## src/rtl/sct_pkg.sv

```systemverilog
// ----------------------------------------------------------------------------
// sct_pkg
// Shared widths and request codes for the sorted character table.
// ----------------------------------------------------------------------------
package sct_pkg;

  localparam int VALUE_W = 8;
  localparam int COUNT_W = 5;

  typedef enum logic {
    REQ_INSERT = 1'b0,
    REQ_REMOVE = 1'b1
  } req_t;

endpackage

```

## src/rtl/sorted_char_table.sv

```systemverilog
// ----------------------------------------------------------------------------
// sorted_char_table
// Bounded multiset of signed 8-bit values held in ascending order.
//
// Input channel (in_valid/in_ready): in_req_type selects insert or remove of
// in_value. Insert places the value ahead of the first entry not smaller and
// fails when CAPACITY entries are held; remove deletes the lowest-slot equal
// entry and fails when none matches.
// Result channel (out_valid/out_ready): one transaction per request carrying
// out_ok, out_entry_count (count after the operation, low 5 bits) and
// out_smallest (head entry, zero when empty).
// Entries live in a memory with a registered read; each compared or moved
// slot takes a read, then a compare or write. From acceptance, the search
// walks the slots in ascending order up to the first one not smaller (or to
// the count), the shift moves entries one slot at a time, and a head read
// loads out_smallest before out_valid rises; an insert into a full table goes
// straight to the head read. in_ready is high only while the sequencer idles,
// so a new request is taken only after the last result is registered.
// A finished result sits in the output register while the next transaction is
// accepted; if that one finishes first, the sequencer holds until out_ready.
// Reset (rst_n low, synchronous) empties the table; no memory clearing pass.
// ----------------------------------------------------------------------------
module sorted_char_table #(
  parameter int CAPACITY = 16
) (
  input  logic                                clk,
  input  logic                                rst_n,
  input  logic                                in_valid,
  output logic                                in_ready,
  input  logic                                in_req_type,
  input  logic signed [sct_pkg::VALUE_W-1:0]  in_value,
  output logic                                out_valid,
  input  logic                                out_ready,
  output logic                                out_ok,
  output logic        [sct_pkg::COUNT_W-1:0]  out_entry_count,
  output logic signed [sct_pkg::VALUE_W-1:0]  out_smallest
);
  import sct_pkg::*;

  localparam int AW = (CAPACITY > 1) ? $clog2(CAPACITY) : 1;
  localparam int CW = $clog2(CAPACITY + 1);

  typedef enum logic [2:0] {
    ST_IDLE,
    ST_SEARCH_RD,
    ST_SEARCH_CMP,
    ST_SHIFT_RD,
    ST_SHIFT_WR,
    ST_HEAD_RD,
    ST_HEAD_OUT
  } state_t;

  state_t                     state_r, state_nxt;
  logic [CW-1:0]              cnt_r, cnt_nxt;
  logic [CW-1:0]              idx_r, idx_nxt;
  logic                       ins_r, ins_nxt;
  logic signed [VALUE_W-1:0]  val_r, val_nxt;
  logic                       ok_r, ok_nxt;
  logic                       out_valid_r, out_valid_nxt;
  logic                       out_ok_r, out_ok_nxt;
  logic [COUNT_W-1:0]         out_cnt_r, out_cnt_nxt;
  logic signed [VALUE_W-1:0]  out_small_r, out_small_nxt;

  logic signed [VALUE_W-1:0]  mem [CAPACITY];
  logic signed [VALUE_W-1:0]  rd_data_r;
  logic [AW-1:0]              rd_addr;
  logic                       we;
  logic [AW-1:0]              wr_addr;
  logic signed [VALUE_W-1:0]  wr_data;

  logic [CW-1:0]              idx_dec;
  logic [CW:0]                idx_inc;
  logic [CW+COUNT_W-1:0]      cnt_ext;

  assign idx_dec = idx_r - 1'b1;
  assign idx_inc = {1'b0, idx_r} + 1'b1;
  assign cnt_ext = {{COUNT_W{1'b0}}, cnt_r};

  assign in_ready        = (state_r == ST_IDLE);
  assign out_valid       = out_valid_r;
  assign out_ok          = out_ok_r;
  assign out_entry_count = out_cnt_r;
  assign out_smallest    = out_small_r;

  always_ff @(posedge clk) begin
    if (we) begin
      mem[wr_addr] <= wr_data;
    end
    rd_data_r <= mem[rd_addr];
  end

  always_comb begin
    state_nxt     = state_r;
    cnt_nxt       = cnt_r;
    idx_nxt       = idx_r;
    ins_nxt       = ins_r;
    val_nxt       = val_r;
    ok_nxt        = ok_r;
    out_valid_nxt = out_valid_r && !out_ready;
    out_ok_nxt    = out_ok_r;
    out_cnt_nxt   = out_cnt_r;
    out_small_nxt = out_small_r;
    rd_addr       = '0;
    we            = 1'b0;
    wr_addr       = idx_r[AW-1:0];
    wr_data       = rd_data_r;

    case (state_r)
      ST_IDLE: begin
        if (in_valid) begin
          ins_nxt = (in_req_type == REQ_INSERT);
          val_nxt = in_value;
          idx_nxt = '0;
          ok_nxt  = 1'b0;
          if ((in_req_type == REQ_INSERT) && (cnt_r == CW'(CAPACITY))) begin
            state_nxt = ST_HEAD_RD;
          end else begin
            state_nxt = ST_SEARCH_RD;
          end
        end
      end
      ST_SEARCH_RD: begin
        rd_addr = idx_r[AW-1:0];
        if (idx_r == cnt_r) begin
          if (ins_r) begin
            idx_nxt   = cnt_r;
            state_nxt = ST_SHIFT_RD;
          end else begin
            state_nxt = ST_HEAD_RD;
          end
        end else begin
          state_nxt = ST_SEARCH_CMP;
        end
      end
      ST_SEARCH_CMP: begin
        if (rd_data_r < val_r) begin
          idx_nxt   = idx_inc[CW-1:0];
          state_nxt = ST_SEARCH_RD;
        end else if (ins_r) begin
          ok_nxt    = 1'b0;
          idx_nxt   = cnt_r;
          state_nxt = ST_SHIFT_RD;
        end else if (rd_data_r == val_r) begin
          state_nxt = ST_SHIFT_RD;
        end else begin
          state_nxt = ST_HEAD_RD;
        end
      end
      ST_SHIFT_RD: begin
        if (ins_r) begin
          rd_addr = idx_dec[AW-1:0];
          // ok_r marks the insert slot once the walk down reaches it
          if (ok_r) begin
            we        = 1'b1;
            wr_data   = val_r;
            cnt_nxt   = cnt_r + 1'b1;
            state_nxt = ST_HEAD_RD;
          end else begin
            state_nxt = ST_SHIFT_WR;
          end
        end else begin
          rd_addr = idx_inc[AW-1:0];
          if (idx_inc >= {1'b0, cnt_r}) begin
            ok_nxt    = 1'b1;
            cnt_nxt   = cnt_r - 1'b1;
            state_nxt = ST_HEAD_RD;
          end else begin
            state_nxt = ST_SHIFT_WR;
          end
        end
      end
      ST_SHIFT_WR: begin
        we        = 1'b1;
        idx_nxt   = ins_r ? idx_dec : idx_inc[CW-1:0];
        state_nxt = ST_SHIFT_RD;
      end
      ST_HEAD_RD: begin
        state_nxt = ST_HEAD_OUT;
      end
      ST_HEAD_OUT: begin
        if (!out_valid_r || out_ready) begin
          out_valid_nxt = 1'b1;
          out_ok_nxt    = ok_r;
          out_cnt_nxt   = cnt_ext[COUNT_W-1:0];
          out_small_nxt = (cnt_r != '0) ? rd_data_r : '0;
          state_nxt     = ST_IDLE;
        end
      end
      default: begin
        state_nxt = ST_IDLE;
      end
    endcase
  end

  // Insert: the search result position is tracked in pos_r; ok_r flags arrival.
  logic [CW-1:0] pos_r, pos_nxt;

  always_comb begin
    pos_nxt = pos_r;
    if ((state_r == ST_SEARCH_RD) && (idx_r == cnt_r)) begin
      pos_nxt = cnt_r;
    end else if ((state_r == ST_SEARCH_CMP) && !(rd_data_r < val_r)) begin
      pos_nxt = idx_r;
    end
  end

  logic ins_hit;
  assign ins_hit = ins_r && (idx_nxt == pos_nxt) &&
                   ((state_nxt == ST_SHIFT_RD) && (state_r != ST_HEAD_RD));

  always_ff @(posedge clk) begin
    if (!rst_n) begin
      state_r     <= ST_IDLE;
      cnt_r       <= '0;
      out_valid_r <= 1'b0;
      ok_r        <= 1'b0;
    end else begin
      state_r     <= state_nxt;
      cnt_r       <= cnt_nxt;
      out_valid_r <= out_valid_nxt;
      if (ins_r && (state_nxt == ST_SHIFT_RD)) begin
        ok_r <= ins_hit;
      end else begin
        ok_r <= ok_nxt;
      end
    end
    idx_r       <= idx_nxt;
    ins_r       <= ins_nxt;
    val_r       <= val_nxt;
    pos_r       <= pos_nxt;
    out_ok_r    <= out_ok_nxt;
    out_cnt_r   <= out_cnt_nxt;
    out_small_r <= out_small_nxt;
  end

endmodule
```

## config.mk

```make
export PLATFORM = sky130hd
export DESIGN_NAME = sorted_char_table
export DESIGN_NICKNAME = d
export VERILOG_FILES = /design/src/rtl/sct_pkg.sv /design/src/rtl/sorted_char_table.sv
export SDC_FILE = /design/constraint.sdc
export NUM_CORES = 1
export LEC_CHECK = 0
export BUFFER_PORTS_ARGS = -buffer_cell sky130_fd_sc_hd__clkbuf_2
export CAP_MARGIN = 25
export CORE_MARGIN = 2
export CORE_UTILIZATION = 45
export DETAILED_ROUTE_END_ITERATION = 6
export SYNTH_ARGS = -nofsm -noshare
export SYNTH_HDL_FRONTEND = slang
export SYNTH_SLANG_ARGS = --single-unit
```

## constraint.sdc

```tcl
create_clock -name clk -period 2.58 [get_ports clk]
set_input_delay 0.258 -clock clk [delete_from_list [all_inputs] [get_ports clk]]
set_output_delay 0.258 -clock clk [all_outputs]
set_load 0.01 [all_outputs]
```

# ---- Word-level counts from Yosys, hierarchy flattened
# Memory sizes are Yosys's and may differ from the RTL's. A register that Yosys moved wholly into a read port is not among the register bits.
# Cells that the tools add are included.
dict set report op_classes {
  eq_ne 18
  mux 42
  bitwise_logic 1
  magnitude_cmp 2
  n_addsub 4
  n_reduce_logical 20
}
# cell count
set op_table {}
lappend op_table {{$mux W5} 10}
lappend op_table {{$mux W3} 9}
lappend op_table {{$mux W8} 3}
lappend op_table {{$pmux W3 S7} 1}
lappend op_table {{$pmux W5 S4} 1}
lappend op_table {{$mux W1} 14}
lappend op_table {{$eq A5 B5 Y1} 2}
lappend op_table {{$sub A5 B1 Y5 const B} 2}
lappend op_table {{$eq A3 B2 Y1 const B} 3}
lappend op_table {{$eq A3 B3 Y1 const B} 3}
lappend op_table {{$ne A3 B2 Y1 const B} 3}
lappend op_table {{$ne A3 B3 Y1 const B} 3}
lappend op_table {{$eq A8 B8 Y1} 1}
lappend op_table {{$logic_and A1 B1 Y1} 8}
lappend op_table {{$lt A8 B8 Y1} 1}
lappend op_table {{$pmux W4 S2} 1}
lappend op_table {{$add A5 B1 Y6 const B} 1}
lappend op_table {{$ge A6 B5 Y1} 1}
lappend op_table {{$reduce_and A6 Y1} 1}
lappend op_table {{$add A5 B1 Y5 const B} 1}
lappend op_table {{$eq A5 B5 Y1 const B} 1}
lappend op_table {{$reduce_bool A5 Y1} 1}
lappend op_table {{$mux W4} 1}
lappend op_table {{$reduce_and A2 Y1} 2}
lappend op_table {{11 further kinds} 13}
dict set report word_totals {
  word_cells 99
  memories 1
  in_bits 13
  ram_bits 128
  register_bits 43
}
# name depth width read_ports rd_ports_with_merged_regs write_ports line
set memory_table {}
lappend memory_table {mem 16 8 1 1 1 sorted_char_table.sv:64} ;# logic signed [VALUE_W-1:0] mem [CAPACITY];

# ---- Longest topological paths before layout
dict set report depth {
  word_depth 9
  mapped_depth 12
  mapped_depth_nobuf 10
}

# ---- Worst setup path before layout
# No wires, ideal clock.
dict set report synth_timing {
  path_kind {register to register}
  start {register idx_r[0]}
  end {register cnt_r[1]}
  setup_ns 0.118
  t_arrival_ns 2.435
  required_time_ns 2.462
  path_stages_with_launch 12
  path_slack_ns 0.027
  cell_sequence {dfxtp_1 > buf_4 > inv_1 > ha_1 > ha_1 > a21o_1 > a21o_1 > a21oi_1 > o21ai_0 > a21oi_1 > mux2i_1 > nor2_1}
}
dict set report synth_between {
  elab_chain_len 4
}
# element line
set synth_lines {}
lappend synth_lines {{from (decl)} sorted_char_table.sv:55} ;# logic [CW-1:0] idx_r, idx_nxt;
lappend synth_lines {{from (signal assigned)} sorted_char_table.sv:227} ;# idx_r <= idx_nxt;
lappend synth_lines {{$add A5 B1 Y6} sorted_char_table.sv:76} ;# assign idx_inc = {1'b0, idx_r} + 1'b1;
lappend synth_lines {{$ge A6 B5 Y1} sorted_char_table.sv:163} ;# if (idx_inc >= {1'b0, cnt_r}) begin
lappend synth_lines {{$reduce_bool A2 Y1 (no source line)} n/a}
lappend synth_lines {{$reduce_and A3 Y1 (no source line)} n/a}
lappend synth_lines {{to (signal assigned)} sorted_char_table.sv:219} ;# cnt_r <= cnt_nxt;
lappend synth_lines {{to (decl)} sorted_char_table.sv:54} ;# logic [CW-1:0] cnt_r, cnt_nxt;
# Every way passes these cells.
# A chain may end at the register's enable or synchronous reset.

# ---- Worst setup path in the final report
dict set report layout_timing {
  start {register val_r[5]}
  end {register ok_r}
}
dict set report layout_between {
  word_cells_on_any_way 26
}
# element line
set layout_lines {}
lappend layout_lines {{from (decl)} sorted_char_table.sv:57} ;# logic signed [VALUE_W-1:0] val_r, val_nxt;
lappend layout_lines {{from (signal assigned)} sorted_char_table.sv:229} ;# val_r <= val_nxt;
lappend layout_lines {{$lt A8 B8 Y1} sorted_char_table.sv:136} ;# if (rd_data_r < val_r) begin
lappend layout_lines {{$mux W5} sorted_char_table.sv:136}
lappend layout_lines {{$pmux W5 S4} sorted_char_table.sv:108} ;# case (state_r)
lappend layout_lines {{via idx_nxt[3]} sorted_char_table.sv:55}
lappend layout_lines {{$eq A5 B5 Y1} sorted_char_table.sv:208} ;# assign ins_hit = ins_r && (idx_nxt == pos_nxt) &&
lappend layout_lines {{$logic_and A1 B1 Y1 (2 in a row)} sorted_char_table.sv:208}
lappend layout_lines {{$mux W1} sorted_char_table.sv:221} ;# if (ins_r && (state_nxt == ST_SHIFT_RD)) begin
lappend layout_lines {{to (signal assigned)} sorted_char_table.sv:222} ;# ok_r <= ins_hit;
lappend layout_lines {{to (signal assigned)} sorted_char_table.sv:224} ;# ok_r <= ok_nxt;
lappend layout_lines {{to (decl)} sorted_char_table.sv:58} ;# logic ok_r, ok_nxt;
# The timed path passes the listed nets, and every way through them passes these cells.

==> run metrics <==
CP max stage cell=or4_1; Core Footprint=17900 sq um; Min-Delay Path Class=input port to flop; Yosys warning total=0; total track usage=20.9%; Synth-to-Final Area Change=21.1%; number of antenna cells inserted=0; peak per-stage delay on the critical path=420 ps; number of antenna violations at the first check in global routing=0; layout cells sized above 1=23.9%; pin count of the biggest net entering global routing=33; logic gate share of total power=37.8%; final HPWL from detailed placement=13400 um; Min Hold Slack=18.3 ps; overall die width=139 um; post-synthesis instance area=8200 sq um; average routed wire per standard cell=19.5 um; Residual DRC=0; overall power after layout=10.5 mW; total internal power=6.79 mW; Post-Route Skew=8.21 ps; Startpoint Class=flop; highest net fanout along the worst path=4; setup repair after global routing missed its margin=true; share of the clock period used by the worst path=103%; count of boundary I/O pins=29; pre-CTS setup slack=-203 ps; sequential element share of the synthesized area=62.1%; instance count of the mapped netlist=686; required time worst endpoint=2930 ps; failing checks=negative setup slack; area of placed instances=9090 sq um; violation count after the first detailed-routing iteration=481; number of standard cells in the layout, taps in and fillers out=1011; number of nets in the layout=804; clock root buffer=clkbuf_16; cell count after placement=974; clock slew seen by the registers of the worst setup and hold paths=70 ps; final cell utilization of the core=55.5%; maximum buffer depth of the clock tree=2; Primary FF master, synth=edfxtp_1; count of final setup violators=1; Max rail drop VDD=526 uV; switching share of total power=35.5%; drt first pass iters=5; number of nets still failing antenna checks after routing=0; post-synth net total=721; Port Buf Inserts=28; clock insertion delay at the later pin of the skew report=430 ps; crit-path leading delay family=compound AO/OA/AOI/OAI gates; pin slew with the least headroom to its limit=618 ps; Final Wtd Congestion=0.867; standard-cell rows=49; Unique masters post-synth=55; final-layout setup total negative slack=-65.2 ps; crit path setup slack, layout=-65.2 ps; sequential power share=37.2%; filler cell count in the final layout=1511; result of the run=finished with violations; Hold Violations, Final=0; final critical-path required period=2650 ps; power dissipated by switching net loads=3.73 mW; async set or reset register ratio after synthesis=0%; vias per inst=5.63; final wirelength=19700 um; via count=5688; wire length of the first global-routing pass=31500 um; Post-Synthesis Mean Instance Area=12.0 sq um; Seq. cell area=5100 sq um; overflow left after global routing=0; total die area=19300 sq um; Arrival @ worst endpoint=3000 ps; Max Fclk=378 MHz; number of clock sinks seen by CTS=179; area of all placed cells without fillers=9930 sq um; leakage=3.59 nW; Buf+Inv Stages, Crit Path=1; category of the most critical setup path=flop to flop; power per unit of standard cell area=1060 nW/um^2; part of the total power dissipated in the clock network=25.0%; number of H-tree levels=4; Post-synth EDFFs=151; number of buffers created by CTS=17; cells traversed along the worst timing path=inv_1, ha_1, a211oi_2, a2bb2oi_2, nand3_2, a21o_1, a311o_1, xor2_1, or4_1, o31ai_2; effective utilization at floorplan=45.8%; area occupied by multi-input gates=3020 sq um; TritonCTS clock tree=built; floorplan die height=139 um; Slew HR=58.8%; via count of the first global-routing pass=5559; Worst Setup End Kind=flop; max-cap violation count=0; synthesized flop and latch total=179; final slew viol count=0
==> timing repair <==
| item | in CTS | in global routing |
|---|---|---|
| pin swaps | 0 | 5 |
| endpoints found under the hold margin | 2 | 1 |
| gates resized for setup | 1 | 39 |
| buffers inserted | 0 | 2 |
| setup endpoints to repair | 1 | 142 |
| hold buffers | 2 | 1 |
==> registers in the layout, summed over array words and instances, names as in the netlist <==
signal,flops
out_entry_count,5
state_r,3
out_ok,1
pos_r,5
out_smallest,8
out_valid,1
rd_data_r,8
val_r,8
ok_r,1
cnt_r,5
idx_r,5
ins_r,1
mem,128
==> routing by layer <==
layer,global-route usage (%),vias to the layer above,wire length [um]
li1,-,2723,-
met1,31.3,2787,9680
met2,31.3,153,8860
met3,4.52,25,971
met4,5.26,0,222
met5,0,-,0
==> synth_stat cells, types with 4 or more instances <==
cell	number	area share (%)
a311oi_1	16	1.7
a211oi_1	42	3.8
dfxtp_1	28	6.8
o211ai_1	6	0.55
buf_4	5	0.46
a21o_1	9	0.82
nor2b_1	12	0.92
and2_1	28	2.1
xor2_1	6	0.64
nand2b_1	8	0.61
inv_1	20	0.92
nor3_1	12	0.73
clkbuf_1	34	1.6
xnor2_1	13	1.4
nand2_1	87	4.0
nand3_1	12	0.73
nor2_1	38	1.7
and2_0	6	0.46
buf_2	4	0.24
o21ai_0	17	1.0
mux2i_1	6	0.73
and3_1	4	0.31
ha_1	21	3.2
a31oi_1	20	1.5
o21a_1	5	0.46
a21oi_1	32	2.0
mux2_2	9	1.2
edfxtp_1	151	55
==> layout by cell type, fill, tap and decap left out, types with 3 or more instances in the layout <==
cell and n:
edfxtp_1 151, nand2_1 87, buf_4 68, nor2_1 36, a21oi_1 30, and2_1 28, clkbuf_2 28, a211oi_1 27
dfxtp_1 27, inv_1 20, a31oi_1 19, ha_1 19, clkbuf_16 17, a211oi_2 15, o21ai_0 15, a311oi_1 14
xnor2_1 12, nor2b_1 12, nand3_1 11, nor3_1 10, a21o_1 9, mux2_2 9, nand2b_1 8, buf_12 8
mux2i_1 6, o211ai_1 6, and2_0 6, o21a_1 5, xor2_1 5, and3_1 3, inv_8 3, inv_6 3
clkinv_4 3, dlygate4sd3_1 3
==> logic make-up (layout without fill, tap and decap cells) <==
| group | count (synthesis) | after routing | synth area share, % |
|---|---|---|---|
| muxes | 15 | 15 | 1.97 |
| AOI/OAI and AO/OA | 169 | 169 | 14.4 |
| DFF | 179 | 179 | 62.1 |
| xor gates and xnor gates | 19 | 19 | 2.03 |
| buffers and inverters | 64 | 160 | 3.31 |
| and+or+nand+nor | 218 | 218 | 12.7 |
| adders and majority gates | 22 | 22 | 3.45 |
==> power groups by stage <==
stage	logic, mW	clock network (mW)	registers (mW)
detailed placement	3.71	0	3.97
global route	4.38	2.80	3.94
CTS	3.73	2.67	3.91
global placement	3.63	0	3.97
finish	3.97	2.63	3.91
floorplan	2.36	0	3.86
==> area by class of cell <==
| cell class | count | area share, % |
|---|---|---|
| flip-flops and latches | 179 | 51.3 |
| well taps | 229 | 2.89 |
| repair buffers | 108 | 8.58 |
| multi-input cells | 443 | 30.4 |
| clock buffers | 18 | 4.32 |
| inverters | 20 | 0.756 |
| clock inverters | 14 | 1.73 |
==> worst reg2reg max path: cells and delay by family, from the launching register on <==
kind	cells	cell delay, ps
AO/OA/AOI/OAI	5	1150
AND/OR/NAND/NOR	2	530
flip-flops	1	340
adder cells (fa/ha/maj)	1	310
XOR/XNOR	1	170
buffers and inverters	1	50
==> path summary, 6_finish.rpt <==
check              start  endpoint  slack, ps  cells past startpoint
min reg2reg         ok_r    out_ok        520                      0
max reg2reg     val_r[5]      ok_r        -70                     10
max             val_r[5]      ok_r        -70                     10
min          in_value[1]  val_r[1]         20                      1
No activity file was read; power rests on OpenSTA's default activity.
